$ cat src/sv/c2d_pkg.sv
// c2d_pkg: shared constants, codes and control/status structs for the 2x2 convolution block.
// Used by c2d_ctrl, c2d_dp and conv2d_2x2_multichannel. No dependencies.
package c2d_pkg;

  // Store dimensions
  localparam int MAX_ROWS     = 16;
  localparam int MAX_COLS     = 16;
  localparam int MAX_CHANNELS = 8;
  localparam int MAX_FILTERS  = 8;
  localparam int KTAPS        = 4;

  // Field widths of one input word
  localparam int CMD_W    = 2;
  localparam int ROW_W    = 4;
  localparam int COL_W    = 4;
  localparam int CH_W     = 3;
  localparam int FILTER_W = 3;
  localparam int TAP_W    = 2;
  localparam int VALUE_W  = 16;
  localparam int SUM_W    = 32;

  // Configuration register widths
  localparam int DIM_CFG_W = 5;   // input_rows, input_cols
  localparam int CNT_CFG_W = 4;   // input_channels, filter_count
  localparam int CFG_DATA_W = 5;
  localparam int CFG_IDX_W  = 2;

  // Store geometry
  localparam int WMEM_DEPTH = MAX_FILTERS * MAX_CHANNELS * KTAPS;
  localparam int AMEM_DEPTH = MAX_ROWS * MAX_COLS * MAX_CHANNELS;
  localparam int WADDR_W    = FILTER_W + CH_W + TAP_W;
  localparam int AADDR_W    = ROW_W + COL_W + CH_W;

  // Accumulator: 32-bit products, up to MAX_CHANNELS*KTAPS of them
  localparam int PROD_W = 2 * VALUE_W;
  localparam int ACC_W  = PROD_W + $clog2(MAX_CHANNELS * KTAPS) + 1;
  localparam int FRAC_SHIFT = 8;

  typedef enum logic [CMD_W-1:0] {
    CMD_WR_WEIGHT = 2'd0,
    CMD_WR_ACT    = 2'd1,
    CMD_QUERY     = 2'd2
  } cmd_code_t;

  typedef enum logic [CFG_IDX_W-1:0] {
    REG_ROWS  = 2'd0,
    REG_COLS  = 2'd1,
    REG_CHANS = 2'd2,
    REG_FILTS = 2'd3
  } cfg_reg_t;

  typedef enum logic [2:0] {
    ST_IDLE,
    ST_CHECK,
    ST_ISSUE,
    ST_DRAIN1,
    ST_DRAIN2,
    ST_FINISH
  } c2d_state_t;

  // Controller to datapath
  typedef struct packed {
    logic              capture;    // latch query position and filter, clear accumulator
    logic              wr_weight;  // store value into weight memory
    logic              wr_act;     // store value into activation memory
    logic              issue;      // read one channel/tap pair
    logic [CH_W-1:0]   ch;
    logic [TAP_W-1:0]  tap;
    logic              out_load;   // load result registers, raise done
  } c2d_cmd_t;

  // Datapath to controller
  typedef struct packed {
    logic                 range_err;
    logic [CNT_CFG_W-1:0] chans;
  } c2d_stat_t;

endpackage

$ cat src/sv/c2d_ctrl.sv
// c2d_ctrl: sequencer for the 2x2 convolution block; walks channels and taps of one query.
// Depends on c2d_pkg.
module c2d_ctrl
  import c2d_pkg::*;
(
  input  logic             clk,
  input  logic             rst,
  input  logic             start,
  input  logic [CMD_W-1:0] command,
  input  c2d_stat_t        stat,
  output c2d_cmd_t         cmd,
  output logic             busy
);

  c2d_state_t state, state_next;
  logic [CH_W-1:0]  ch, ch_next;
  logic [TAP_W-1:0] tap, tap_next;
  logic             accept;
  logic             last_ch;

  assign busy    = (state != ST_IDLE);
  assign accept  = start && !busy;
  assign last_ch = ((CNT_CFG_W'(ch) + CNT_CFG_W'(1)) == stat.chans);

  always_ff @(posedge clk) begin
    if (rst) begin
      state <= ST_IDLE;
      ch    <= '0;
      tap   <= '0;
    end else begin
      state <= state_next;
      ch    <= ch_next;
      tap   <= tap_next;
    end
  end

  always_comb begin
    state_next    = state;
    ch_next       = ch;
    tap_next      = tap;
    cmd.capture   = 1'b0;
    cmd.wr_weight = 1'b0;
    cmd.wr_act    = 1'b0;
    cmd.issue     = 1'b0;
    cmd.ch        = ch;
    cmd.tap       = tap;
    cmd.out_load  = 1'b0;
    unique case (state)
      ST_IDLE: begin
        if (accept) begin
          cmd.wr_weight = (command == CMD_WR_WEIGHT);
          cmd.wr_act    = (command == CMD_WR_ACT);
          if (command == CMD_QUERY) begin
            cmd.capture = 1'b1;
            state_next  = ST_CHECK;
          end
        end
      end
      ST_CHECK: begin
        ch_next  = '0;
        tap_next = '0;
        priority if (stat.range_err) begin
          state_next = ST_FINISH;
        end else if (stat.chans == '0) begin
          state_next = ST_DRAIN1;
        end else begin
          state_next = ST_ISSUE;
        end
      end
      ST_ISSUE: begin
        cmd.issue = 1'b1;
        tap_next  = tap + TAP_W'(1);
        if (tap == TAP_W'(KTAPS - 1)) begin
          ch_next = ch + CH_W'(1);
          if (last_ch) begin
            state_next = ST_DRAIN1;
          end
        end
      end
      ST_DRAIN1: state_next = ST_DRAIN2;
      ST_DRAIN2: state_next = ST_FINISH;
      ST_FINISH: begin
        cmd.out_load = 1'b1;
        state_next   = ST_IDLE;
      end
      default: state_next = ST_IDLE;
    endcase
  end

  a_issue_within_chans: assert property (@(posedge clk) disable iff (rst)
    cmd.issue |-> (CNT_CFG_W'(ch) < stat.chans))
    else $error("c2d_ctrl: read issued beyond active channel count");

  a_query_enters_check: assert property (@(posedge clk) disable iff (rst)
    cmd.capture |=> (state == ST_CHECK))
    else $error("c2d_ctrl: captured query did not enter range check");

  a_finish_after_check_or_drain: assert property (@(posedge clk) disable iff (rst)
    (state == ST_FINISH) |-> ($past(state) == ST_DRAIN2 || $past(state) == ST_CHECK))
    else $error("c2d_ctrl: result loaded without drain or range error");

endmodule

$ cat config.mk
export PLATFORM = sky130hd
export DESIGN_NAME = c2d_ctrl
export DESIGN_NICKNAME = d
export VERILOG_FILES = /design/src/sv/c2d_pkg.sv /design/src/sv/c2d_ctrl.sv
export SDC_FILE = /design/constraint.sdc
export NUM_CORES = 1
export LEC_CHECK = 0
export ABC_AREA = 1
export BUFFER_PORTS_ARGS = -buffer_cell sky130_fd_sc_hd__buf_4
export CORE_UTILIZATION = 38
export CTS_CLUSTER_SIZE = 24
export DETAILED_ROUTE_END_ITERATION = 6
export PLACE_DENSITY = 0.77
export SLEW_MARGIN = 0
export SYNTH_ARGS = -nofsm -noshare
export SYNTH_HDL_FRONTEND = slang
export SYNTH_SLANG_ARGS = --single-unit
$ cat constraint.sdc
create_clock -name clk -period 1.3 [get_ports clk]
set_input_delay 0.065 -clock clk [delete_from_list [all_inputs] [get_ports clk]]
set_output_delay 0.065 -clock clk [all_outputs]
set_load 0.005 [all_outputs]
==> results of run 1 <==
worst reg2reg max path: stages, from the launching register on:
cell,delay (ns)
dfxtp_2,0.34
nor2_4,0.12
inv_2,0.06
nor2_4,0.13
buf_6,0.12
buf_6,0.08
buf_4,0.09
buf_4,0.09
nand2_2,0.03
nand2_1,0.05
nor2_1,0.04
repair_timing:
item / in CTS / in global routing
pin swaps: 2 / 10
setup buffers: 8 / 0
setup endpoints to repair: 3 / 5
hold buffers: 0 / 0
resized for setup: 4 / 17
cloned: 0 / 0
per-layer routing:
metal	vias to the layer above	wire length, um	GRT usage
li1	339	-	-
met1	282	594	0.221
met2	24	681	0.344
met3	4	77	0.0511
met4	0	38	0.155
met5	-	0	0
final cells by class:
| type | count | area (um2) |
|---|---|---|
| fill | 112 | 455 |
| multi-input combinational | 61 | 350 |
| timing repair buffer | 28 | 218 |
| sequential | 8 | 166 |
| inverter | 18 | 70.1 |
| clock buffer | 3 | 22.5 |
| tap | 15 | 18.8 |
power by group through the flow:
stage | clock network (mW) | registers (mW) | logic [mW]
floorplan | 0 | 0.336 | 0.287
global placement | 0 | 0.342 | 0.444
detailed placement | 0 | 0.344 | 0.450
CTS | 0.196 | 0.335 | 0.723
global route | 0.210 | 0.355 | 0.916
finish | 0.193 | 0.347 | 0.840
flip-flops by register name, indices dropped and copies added (netlist names):
signal	flops
ch	3
state	3
tap	2
placed cells by master (no fill, tap or decap):
master and count:
clkbuf_4 3, a211oi_1 1, o21ai_0 3, dfxtp_2 2
a21oi_1 5, xnor2_1 1, nand2_1 20, ha_1 1
nor2_4 3, buf_6 2, dfxtp_1 5, ha_4 1
nand3_2 1, nand4_1 1, inv_4 1, nand2_2 2
inv_2 3, buf_4 26, inv_1 14, nor2_2 3
nand3_1 10, dfxtp_4 1, nor3_2 2, nor2_1 6
nand3b_1 1
stage by stage:
step                      hold slack (ns)  total power [mW]  cells  TNS (ns)
after CTS                          0.0153              1.25    134   -0.0277
after global placement              0.288             0.786    123         0
after floorplan                     0.134             0.622     87         0
after detailed placement            0.291             0.794    123         0
final                              0.0147              1.38    133  -0.00785
after global routing               0.0249              1.48    133    -0.117
how the worst max path moves through the flow:
stage	from	endpoint	depth (start not counted)
6_report	state[0]	cmd[9]	7
3_3_place_gp	ch[1]	state[0]	9
3_5_place_dp	ch[1]	state[0]	9
4_1_cts	state[1]	cmd[7]	6
5_1_grt	state[0]	cmd[9]	7
2_1_floorplan	ch[0]	state[0]	9
cells by family after synthesis:
kind of cell,Yosys count,share of synthesized area
DFF,8,0.300
adders and majority gates,2,0.0469
xor gates and xnor gates,1,0.0164
buffers and inverters,18,0.127
and+or+nand+nor,49,0.420
AOI/OAI and AO/OA,9,0.0892
==> summary.txt, run 1 <==
Critical path
  • Setup crit end kind: output port
  • CP max stage cell: dfxtp_2
  • Reg2reg start: state[0]
  • Crit-path cells: nor2_4 > inv_2 > nor2_4 > buf_6 > inv_4 > nor2_2 > buf_4
  • Slowest stage delay, CP: roughly 0.34 ns
  • WP data arrival: 1.24 ns
  • WP buf/inv: 4
  • Startpoint types: flip-flop
  • Max FO, Critical Path: 2
  • Cell repeated most along the worst path: nor2_4
  • Reg2reg setup slack: 0.06 ns
  • Worst EP required: about 1.2 ns
  • Cells on worst reg2reg path: 10
  • Capturing point of the worst reg2reg path: state[0]
  • Crit Path Class: reg -> out
  • Delay-heaviest family, CP: flip-flops

Pwr
  • VDD IR max: 1050 uV
  • Pleak: 0.419 nW
  • Clock network power share: 0.140
  • Comb pwr share: 0.609
  • Pint: 0.854 mW
  • Pwr dens: 1630 mW/mm2
  • Sw Share: 0.381
  • Register share of total power: 0.251
  • Switching power: 0.526 mW

Drt
  • Drt first pass iters: 4
  • # DRC: 0
  • Routed Antenna Nets: 0
  • Drt total wl: 1390 um
  • WL/cell: 10.5 um
  • Initial DRC count: 13
  • Via/cell ratio: a little under 5
  • Via count: 649

Clock network
  • CTS sink cnt: 8
  • Reg clk slew, reported paths: about 0.060 ns
  • Clock buffer depth: 2
  • Worst-Skew Late Latency: 0.26 ns
  • TritonCTS clock tree: built
  • CTS buffer count: 3
  • Depth of the CTS H-tree: 1
  • Root Driver: clkbuf_4

Yosys
  • Synth top area share: 0.300
  • Post-synthesis sequential area ratio: 0.300
  • Mapped Cells: 87
  • Dominant cell type by area after synthesis: dfxtp_1
  • Syn_nets: 99
  • Library cells used by synthesis: 17
  • Top-count cell post-synth: nand2_1
  • Mapped Area: 533 um2
  • Main area contributors after synthesis: dfxtp_1 30%, nand2_1 15%, inv_1 12%
  • Post-synth EDFFs: 0
  • Async SR Flop Fraction: 0
  • Top cells by count, synth: 22 x nand2_1, 17 x inv_1, 10 x nand3_1
  • Synth Warn #: 0
  • #FFs+latches synth: 8
  • Ys flop type: dfxtp_1
  • Syn Area/Cell: 6.13 um2

Timing
  • Final setup fails: 1
  • Tmin final: ~1.3 ns
  • Worst Skew: 0.00712 ns
  • Final cycle utilization of the critical path: 1.01
  • Hold Violations, Final: 0
  • Unrepaired setup endpoints after global routing: true
  • Setup WS post-layout: -0.00785 ns
  • Worst slew margin: 0.853
  • Max-slew violation count: 0
  • Worst Tran Pin Value: roughly 0.22 ns
  • Fmax: 0.765 GHz

Cells and area
  • # nets final: 132
  • Final Cell Area: 846 um2
  • Inserted Diodes: 0
  • Synth-to-Final Area Change: 58.7%
  • Final core utilization: 0.650
  • Share of layout cells above drive strength 1: 0.424

Placed design
  • Buffers on Ports: 20
  • Dpl cell area: 709 um2
  • Post-DP HPWL: 959 um
  • Gpl congestion: 0.740
  • Pre-CTS setup slack: approximately 0.09 ns

Flow run
  • Max_cap viols: 0

Global route
  • Largest net degree at the start of global routing: 8
  • First-pass GRT wire length: 2060 um
  • Vias in the first global route: about 530
  • Grt total ovfl: 0
  • Initial antenna violation count: 0
  • Tot GR Track Use: 0.207

Worst hold path
  • HP Class: in -> reg
  • Hold path cells: 2
  • Endpoint, Worst Hold: ch[1]
  • HP Start: rst

Status
  • Failing checks: setup timing
  • Status: finished, violations left

Floorplanning
  • FP Rows: 13
  • Die Y-Extent: 39.5 um
  • Core Box Area: 0.00130 mm2
  • Die Footprint: 0.00156 mm2
  • Top Ports: 21
  • Die width: between 30 and 40 um
  • Initial core utilization: 0.410
Power figures use the tool's default switching activity.
==> run 2: changes to the inputs <==
--- a/config.mk
+++ b/config.mk
@@ -7,10 +7,12 @@
 export LEC_CHECK = 0
 export ABC_AREA = 1
 export BUFFER_PORTS_ARGS = -buffer_cell sky130_fd_sc_hd__buf_4
-export CORE_UTILIZATION = 38
+export CELL_PAD_IN_SITES_DETAIL_PLACEMENT = 1
+export CELL_PAD_IN_SITES_GLOBAL_PLACEMENT = 2
+export CORE_UTILIZATION = 22
 export CTS_CLUSTER_SIZE = 24
 export DETAILED_ROUTE_END_ITERATION = 6
-export PLACE_DENSITY = 0.77
+export PLACE_DENSITY = 0.86
 export SLEW_MARGIN = 0
 export SYNTH_ARGS = -nofsm -noshare
 export SYNTH_HDL_FRONTEND = slang
==> run 2 against run 1 <==
Against the previous run:
- sequential power grew 4%
- sequential share of layout area grew 0.062 points
- design area grew 1.2%
- global-route usage shrank 7.1 points
- setup slack gained 0.025 ns
- critical path type unchanged
- fmax grew 2.0%
- combinational power shrank 12%
- critical endpoint unchanged
- the flow now finishes without violations
- first-iteration DRC count shrank 92%
- total power shrank 5.6%
==> summary.txt, run 2 (synthesis results as in run 1) <==
Cells and area
  • Finished Layout Cells: 146 (was 133)
  • Share of layout cells above drive strength 1: 0.432 (was 0.424)
  • Final core utilization: 0.380 (was 0.650)
  • Most common cell after layout, fill and taps aside: buf_4 (unchanged)
  • Largest regs: ch (3), state (3), tap (2) (unchanged)
  • Most frequent cells in the layout: 27 x buf_4, 21 x nand2_1, 14 x inv_1, 10 x nand3_1, 6 x nor2_1 (was 26 x buf_4, 20 x nand2_1, 14 x inv_1, 10 x nand3_1, 6 x nor2_1)
  • # nets final: 132 (unchanged)
  • Inserted Diodes: 0 (unchanged)
  • FILL cells: 312 (was 112)
  • Final Cell Area: 856 um2 (was 846 um2)
  • Synth-to-Final Area Change: 60.6% (was 58.7%)

Floorplanning
  • Die width: 51.2 um (was 39.5 um)
  • Initial core utilization: 0.236 (was 0.410)
  • Die Y-Extent: 51.2 um (was 39.5 um)
  • Die Footprint: 0.00262 mm2 (was 0.00156 mm2)
  • Core Box Area: 0.00225 mm2 (was 0.00130 mm2)
  • Top Ports: 21 (unchanged)
  • FP Rows: 17 (was 13)

Timing
  • WHS: 0.0114 ns (was 0.0147 ns)
  • Worst Skew: 0.00801 ns (was 0.00712 ns)
  • Max-slew violation count: 0 (unchanged)
  • Fmax: 0.780 GHz (was 0.765 GHz)
  • Final cycle utilization of the critical path: 0.987 (was 1.01)
  • Worst Tran Pin Value: 0.224 ns (was 0.218 ns)
  • Unrepaired setup endpoints after global routing: true (unchanged)
  • Worst slew margin: 0.849 (was 0.853)
  • Final setup fails: 0 (was 1)
  • Hold Violations, Final: 0 (unchanged)
  • Tmin final: 1.28 ns (was 1.31 ns)

Clock network
  • CTS buffer count: 3 (unchanged)
  • CTS sink cnt: 8 (unchanged)
  • Root Driver: clkbuf_4 (unchanged)
  • Hold_buf cts: 0 (unchanged)
  • Worst-Skew Late Latency: 0.27 ns (was 0.26 ns)
  • TritonCTS clock tree: built (unchanged)
  • Reg clk slew, reported paths: 0.06 ns (about the same)
  • Clock buffer depth: 2 (unchanged)
  • Depth of the CTS H-tree: 1 (unchanged)

Placed design
  • Buffers on Ports: 20 (unchanged)
  • Gpl congestion: 0.763 (was 0.740)
  • Dpl cell area: 733 um2 (was 709 um2)
  • Dpl cells: 137 (was 123)
  • Post-DP HPWL: 1220 um (was 959 um)

Pwr
  • Clock network power share: 0.156 (was 0.140)
  • Sw Share: 0.387 (was 0.381)
  • VDD IR max: 807 uV (was 1050 uV)
  • Pint: 0.799 mW (was 0.854 mW)
  • Comb pwr share: 0.568 (was 0.609)
  • Pleak: 0.418 nW (was 0.419 nW)
  • Register share of total power: 0.276 (was 0.251)
  • PnR Total Power: 1.30 mW (was 1.38 mW)
  • Pwr dens: 1520 mW/mm2 (was 1630 mW/mm2)
  • Switching power: 0.504 mW (was 0.526 mW)

Drt
  • Routed Antenna Nets: 0 (unchanged)
  • # DRC: 0 (unchanged)
  • DRT met1 WL: 632 um (was 594 um)
  • Via/cell ratio: 4.45 (was 4.88)
  • Drt total wl: 1580 um (was 1390 um)
  • Drt first pass iters: 2 (was 4)
  • Met3 wire length: 86 um (was 77 um)
  • DR WL met2: 826 um (was 681 um)
  • WL/cell: 10.8 um (was 10.5 um)
  • Uppermost layer routed: met4 (unchanged)
  • Initial DRC count: 1 (was 13)
  • Via count: 649 (unchanged)

Worst hold path
  • HP Class: in -> reg (unchanged)
  • Hold path cells: 2 (unchanged)

Global route
  • First-pass GRT wire length: 2580 um (was 2060 um)
  • Tot GR Track Use: 0.136 (was 0.207)
  • Grt total ovfl: 0 (unchanged)
  • Vias in the first global route: 633 (was 525)
  • Largest net degree at the start of global routing: 8 (unchanged)
  • Initial antenna violation count: 0 (unchanged)

Critical path
  • Crit Path Class: reg -> out (unchanged)
  • Setup crit end kind: output port (unchanged)
  • Startpoint types: flip-flop (unchanged)
  • Cells on worst reg2reg path: 9 (was 10)
  • Max FO, Critical Path: 4 (was 2)
  • WP data arrival: 1.22 ns (was 1.24 ns)
  • Worst EP required: 1.24 ns (about the same)

Flow run
  • Max_cap viols: 0 (unchanged)

Status
  • Status: finished, final reports clean (was finished, violations left)
[run 2: cell count changes in the layout (fill, tap and decap cells not counted)]
cell,delta
buf_6,-1
nand2_1,+1
buf_4,+1
dfxtp_2,+2
dfxtp_1,-2
inv_2,+1
inv_4,-1
nand2_2,-1
[run 2: stage by stage]
stage	TNS (ns)	setup slack [ns]
3_3_place_gp	0	0.0770
2_1_floorplan	0	0.123
3_5_place_dp	0	0.0848
5_1_grt	-0.144	-0.0487
4_1_cts	-0.120	-0.0581
6_report	0	0.0174
[run 2: layer usage]
metal	up-vias	track usage
met5	-	0
met4	0	0.0946
met3	3	0.0179
met2	20	0.250
met1	291	0.140
li1	335	-
[run 2: layout make-up]
type	count	area, um2	area share
Clock buffer	3	22.5	0.0263
Inverter	18	67.6	0.0789
Multi-Input combinational cell	61	348	0.406
Sequential cell	8	169	0.197
Tap cell	28	35.0	0.0409
Timing Repair Buffer	28	214	0.250
[run 2: path summary, 6_finish.rpt]
| path | from | endpoint | slack, ns |
|---|---|---|---|
| hold / removal | rst | state[1] | 0.01 |
| setup reg to reg | ch[0] | state[0] | 0.12 |
| hold reg to reg | tap[0] | tap[0] | 0.49 |
| setup / recovery | state[0] | cmd[9] | 0.02 |
[run 2: worst max-delay path, stage by stage, from the launching register on]
cell     delay (ns)
dfxtp_4        0.36
nor2_4         0.12
inv_2          0.06
nor2_4         0.10
buf_6          0.11
inv_2          0.03
nor2_2         0.07
buf_4          0.11
[run 2: power groups by stage]
| stage | clock network (mW) | logic [mW] | registers (mW) |
|---|---|---|---|
| 2_1_floorplan | 0 | 0.287 | 0.336 |
| 3_3_place_gp | 0 | 0.462 | 0.342 |
| 3_5_place_dp | 0 | 0.469 | 0.345 |
| 4_1_cts | 0.218 | 0.594 | 0.343 |
| 5_1_grt | 0.230 | 0.818 | 0.368 |
| 6_report | 0.203 | 0.740 | 0.360 |
[run 2: repair_timing]
item | CTS | global route
cloned | 0 | 0
pin swaps | 4 | 4
gates resized for setup | 8 | 11
setup buffers | 3 | 3
endpoints found under the setup margin | 3 | 6
==> run 3: changes to the inputs <==
==> config.mk (replaced) <==
export PLATFORM = sky130hd
export DESIGN_NAME = c2d_ctrl
export DESIGN_NICKNAME = d
export VERILOG_FILES = /design/src/sv/c2d_pkg.sv /design/src/sv/c2d_ctrl.sv
export SDC_FILE = /design/constraint.sdc
export NUM_CORES = 1
export LEC_CHECK = 0
export ABC_AREA = 1
export BUFFER_PORTS_ARGS = -buffer_cell sky130_fd_sc_hd__buf_2
export CORE_UTILIZATION = 38
export CTS_CLUSTER_SIZE = 24
export DETAILED_ROUTE_END_ITERATION = 6
export PLACE_DENSITY = 0.77
export SLEW_MARGIN = 0
export SYNTH_ARGS = -nofsm -noshare
export SYNTH_HDL_FRONTEND = slang
export SYNTH_SLANG_ARGS = --single-unit
==> run 3 against run 2 <==
Against the previous run:
- final cell count down 9.6%
- count of clock-buffer cells in the layout unchanged
- sequential share of layout area rose by 1.3 points
- clock power decreased by 5%
- register-to-register slack lost 0.07 ns
- via count is 0.77% lower
- first-iteration DRC count rose to 11 times the previous value
- critical path depth fell by 2
- utilization grew 22 points
- clock skew shrank 0.0074 ns
- hold slack improved by 0.044 ns
- largest cell class unchanged
==> summary.txt, run 3 (synthesis results as in run 1) <==
Flow run
  • Max_cap viols: 0 (unchanged)

Cells and area
  • Final core utilization: 0.598 (was 0.380)
  • Share of layout cells above drive strength 1: 0.393 (was 0.432)
  • Final Cell Area: 778 um2 (was 856 um2)
  • Inserted Diodes: 0 (unchanged)
  • Most common cell after layout, fill and taps aside: nand2_1 (was buf_4)
  • # nets final: 131 (was 132)
  • Synth-to-Final Area Change: 46.0% (was 60.6%)
  • Largest regs: ch (3), state (3), tap (2) (unchanged)
  • Most frequent cells in the layout: 21 x nand2_1, 20 x buf_2, 16 x inv_1, 10 x nand3_1, 7 x buf_4 (was 27 x buf_4, 21 x nand2_1, 14 x inv_1, 10 x nand3_1, 6 x nor2_1)

Timing
  • Hold Violations, Final: 0 (unchanged)
  • WHS: 0.0552 ns (was 0.0114 ns)
  • Worst Skew: 0.000578 ns (was 0.00801 ns)
  • Tmin final: 1.27 ns (was 1.28 ns)
  • Worst Tran Pin Value: 0.236 ns (was 0.224 ns)
  • Setup TNS: 0 ns (unchanged)
  • Final setup fails: 0 (unchanged)
  • Unrepaired setup endpoints after global routing: true (unchanged)
  • Final cycle utilization of the critical path: 0.978 (was 0.987)
  • Fmax: 0.787 GHz (was 0.780 GHz)
  • Max-slew violation count: 0 (unchanged)
  • Worst slew margin: 0.841 (was 0.849)

Global route
  • Grt total ovfl: 0 (unchanged)
  • Initial antenna violation count: 0 (unchanged)
  • Vias in the first global route: 543 (was 633)
  • First-pass GRT wire length: 1990 um (was 2580 um)
  • Tot GR Track Use: 0.193 (was 0.136)
  • Largest net degree at the start of global routing: 8 (unchanged)

Pwr
  • PnR Total Power: 1.22 mW (was 1.30 mW)
  • VDD IR max: 1000 uV (was 807 uV)
  • Pwr dens: 1570 mW/mm2 (was 1520 mW/mm2)
  • Pleak: 0.405 nW (was 0.418 nW)

Drt
  • Via count: 644 (was 649)
  • Initial DRC count: 11 (was 1)
  • Drt total wl: 1440 um (was 1580 um)
  • Via/cell ratio: 4.88 (was 4.45)
  • WL/cell: 10.9 um (was 10.8 um)
  • Drt first pass iters: 3 (was 2)
  • Routed Antenna Nets: 0 (unchanged)
  • # DRC: 0 (unchanged)

Clock network
  • CTS sink cnt: 8 (unchanged)
  • TritonCTS clock tree: built (unchanged)
  • Worst-Skew Late Latency: 0.25 ns (was 0.27 ns)
  • Clock buffer depth: 2 (unchanged)
  • Reg clk slew, reported paths: 0.05 ns (was 0.06 ns)
  • Root Driver: clkbuf_4 (unchanged)
  • Depth of the CTS H-tree: 1 (unchanged)
  • CTS buffer count: 3 (unchanged)

Worst hold path
  • HP Class: in -> reg (unchanged)

Floorplanning
  • Top Ports: 21 (unchanged)
  • Die width: 39.5 um (was 51.2 um)
  • Die Y-Extent: 39.5 um (was 51.2 um)
  • Die Footprint: 0.00156 mm2 (was 0.00262 mm2)
  • FP Rows: 13 (was 17)
  • Initial core utilization: 0.410 (was 0.236)
  • Core Box Area: 0.00130 mm2 (was 0.00225 mm2)

Placed design
  • Dpl cell area: 659 um2 (was 733 um2)
  • Gpl congestion: 0.757 (was 0.763)
  • Buffers on Ports: 20 (unchanged)
  • Post-DP HPWL: 944 um (was 1220 um)

Critical path
  • Max FO, Critical Path: 4 (unchanged)
  • Worst setup path start: state[0] (unchanged)
  • Setup crit end kind: output port (unchanged)
  • CP Capture Point: cmd[6] (was cmd[9])
  • Cells on worst reg2reg path: 8 (was 9)
  • Worst EP required: 1.24 ns (about the same)
  • WP data arrival: 1.21 ns (was 1.22 ns)
  • Capturing point of the worst reg2reg path: state[0] (unchanged)
  • Crit Path Class: reg -> out (unchanged)
  • Reg2reg start: state[0] (was ch[0])
  • Reg2reg setup slack: 0.05 ns (was 0.12 ns)
  • Startpoint types: flip-flop (unchanged)

Status
  • Status: finished, final reports clean (unchanged)
[run 3: changes by cell type in the layout (fill, tap and decap cells not counted), sizes merged]
cell  change
buf       -1
[run 3: report_power, final]
part           switching (mW)  total (mW)  leakage, nW  internal (mW)
sequential             0.0531       0.350       0.0662          0.297
combinational           0.358       0.680        0.325          0.322
clock                  0.0868       0.193       0.0138          0.106
[run 3: worst min path at each step]
stage,startpoint,to,slack (ns),depth (start not counted)
2_1_floorplan,rst,ch[1],0.13,1
3_3_place_gp,rst,ch[1],0.32,2
3_5_place_dp,rst,ch[1],0.33,2
4_1_cts,rst,state[1],0.05,2
5_1_grt,rst,state[1],0.07,2
6_report,rst,state[1],0.06,2
[run 3: cell type report]
type / count / area (um2)
flip-flops and latches: 8 / 164
inverters: 18 / 67.6
clock buffers: 3 / 22.5
repair buffers: 27 / 153
well taps: 15 / 18.8
multi-input cells: 61 / 353
fillers: 141 / 523
[run 3: stage by stage]
step / cells / setup slack (ns)
2_1_floorplan: 87 / 0.123
3_3_place_gp: 123 / 0.154
3_5_place_dp: 123 / 0.0928
4_1_cts: 132 / -0.00612
5_1_grt: 132 / -0.00814
6_report: 132 / 0.0292
[run 3: per-layer routing]
layer	vias to the layer above	track usage	part of all wire
li1	338	-	-
met1	281	0.189	0.44
met2	21	0.385	0.50
met3	4	0.0170	0.040
met4	0	0.103	0.015
met5	-	0	0
[run 3: worst max-delay path, stage by stage, from the launching register on]
cell and delay [ns]:
dfxtp_2 0.34, buf_4 0.15, inv_1 0.07, nand3_2 0.13
inv_1 0.14, buf_2 0.13
[run 3: timing repair]
action,CTS,global route
buffers inserted,6,0
hold buffers,0,0
pin swaps,3,2
setup endpoints to repair,3,4
resized for setup,4,10
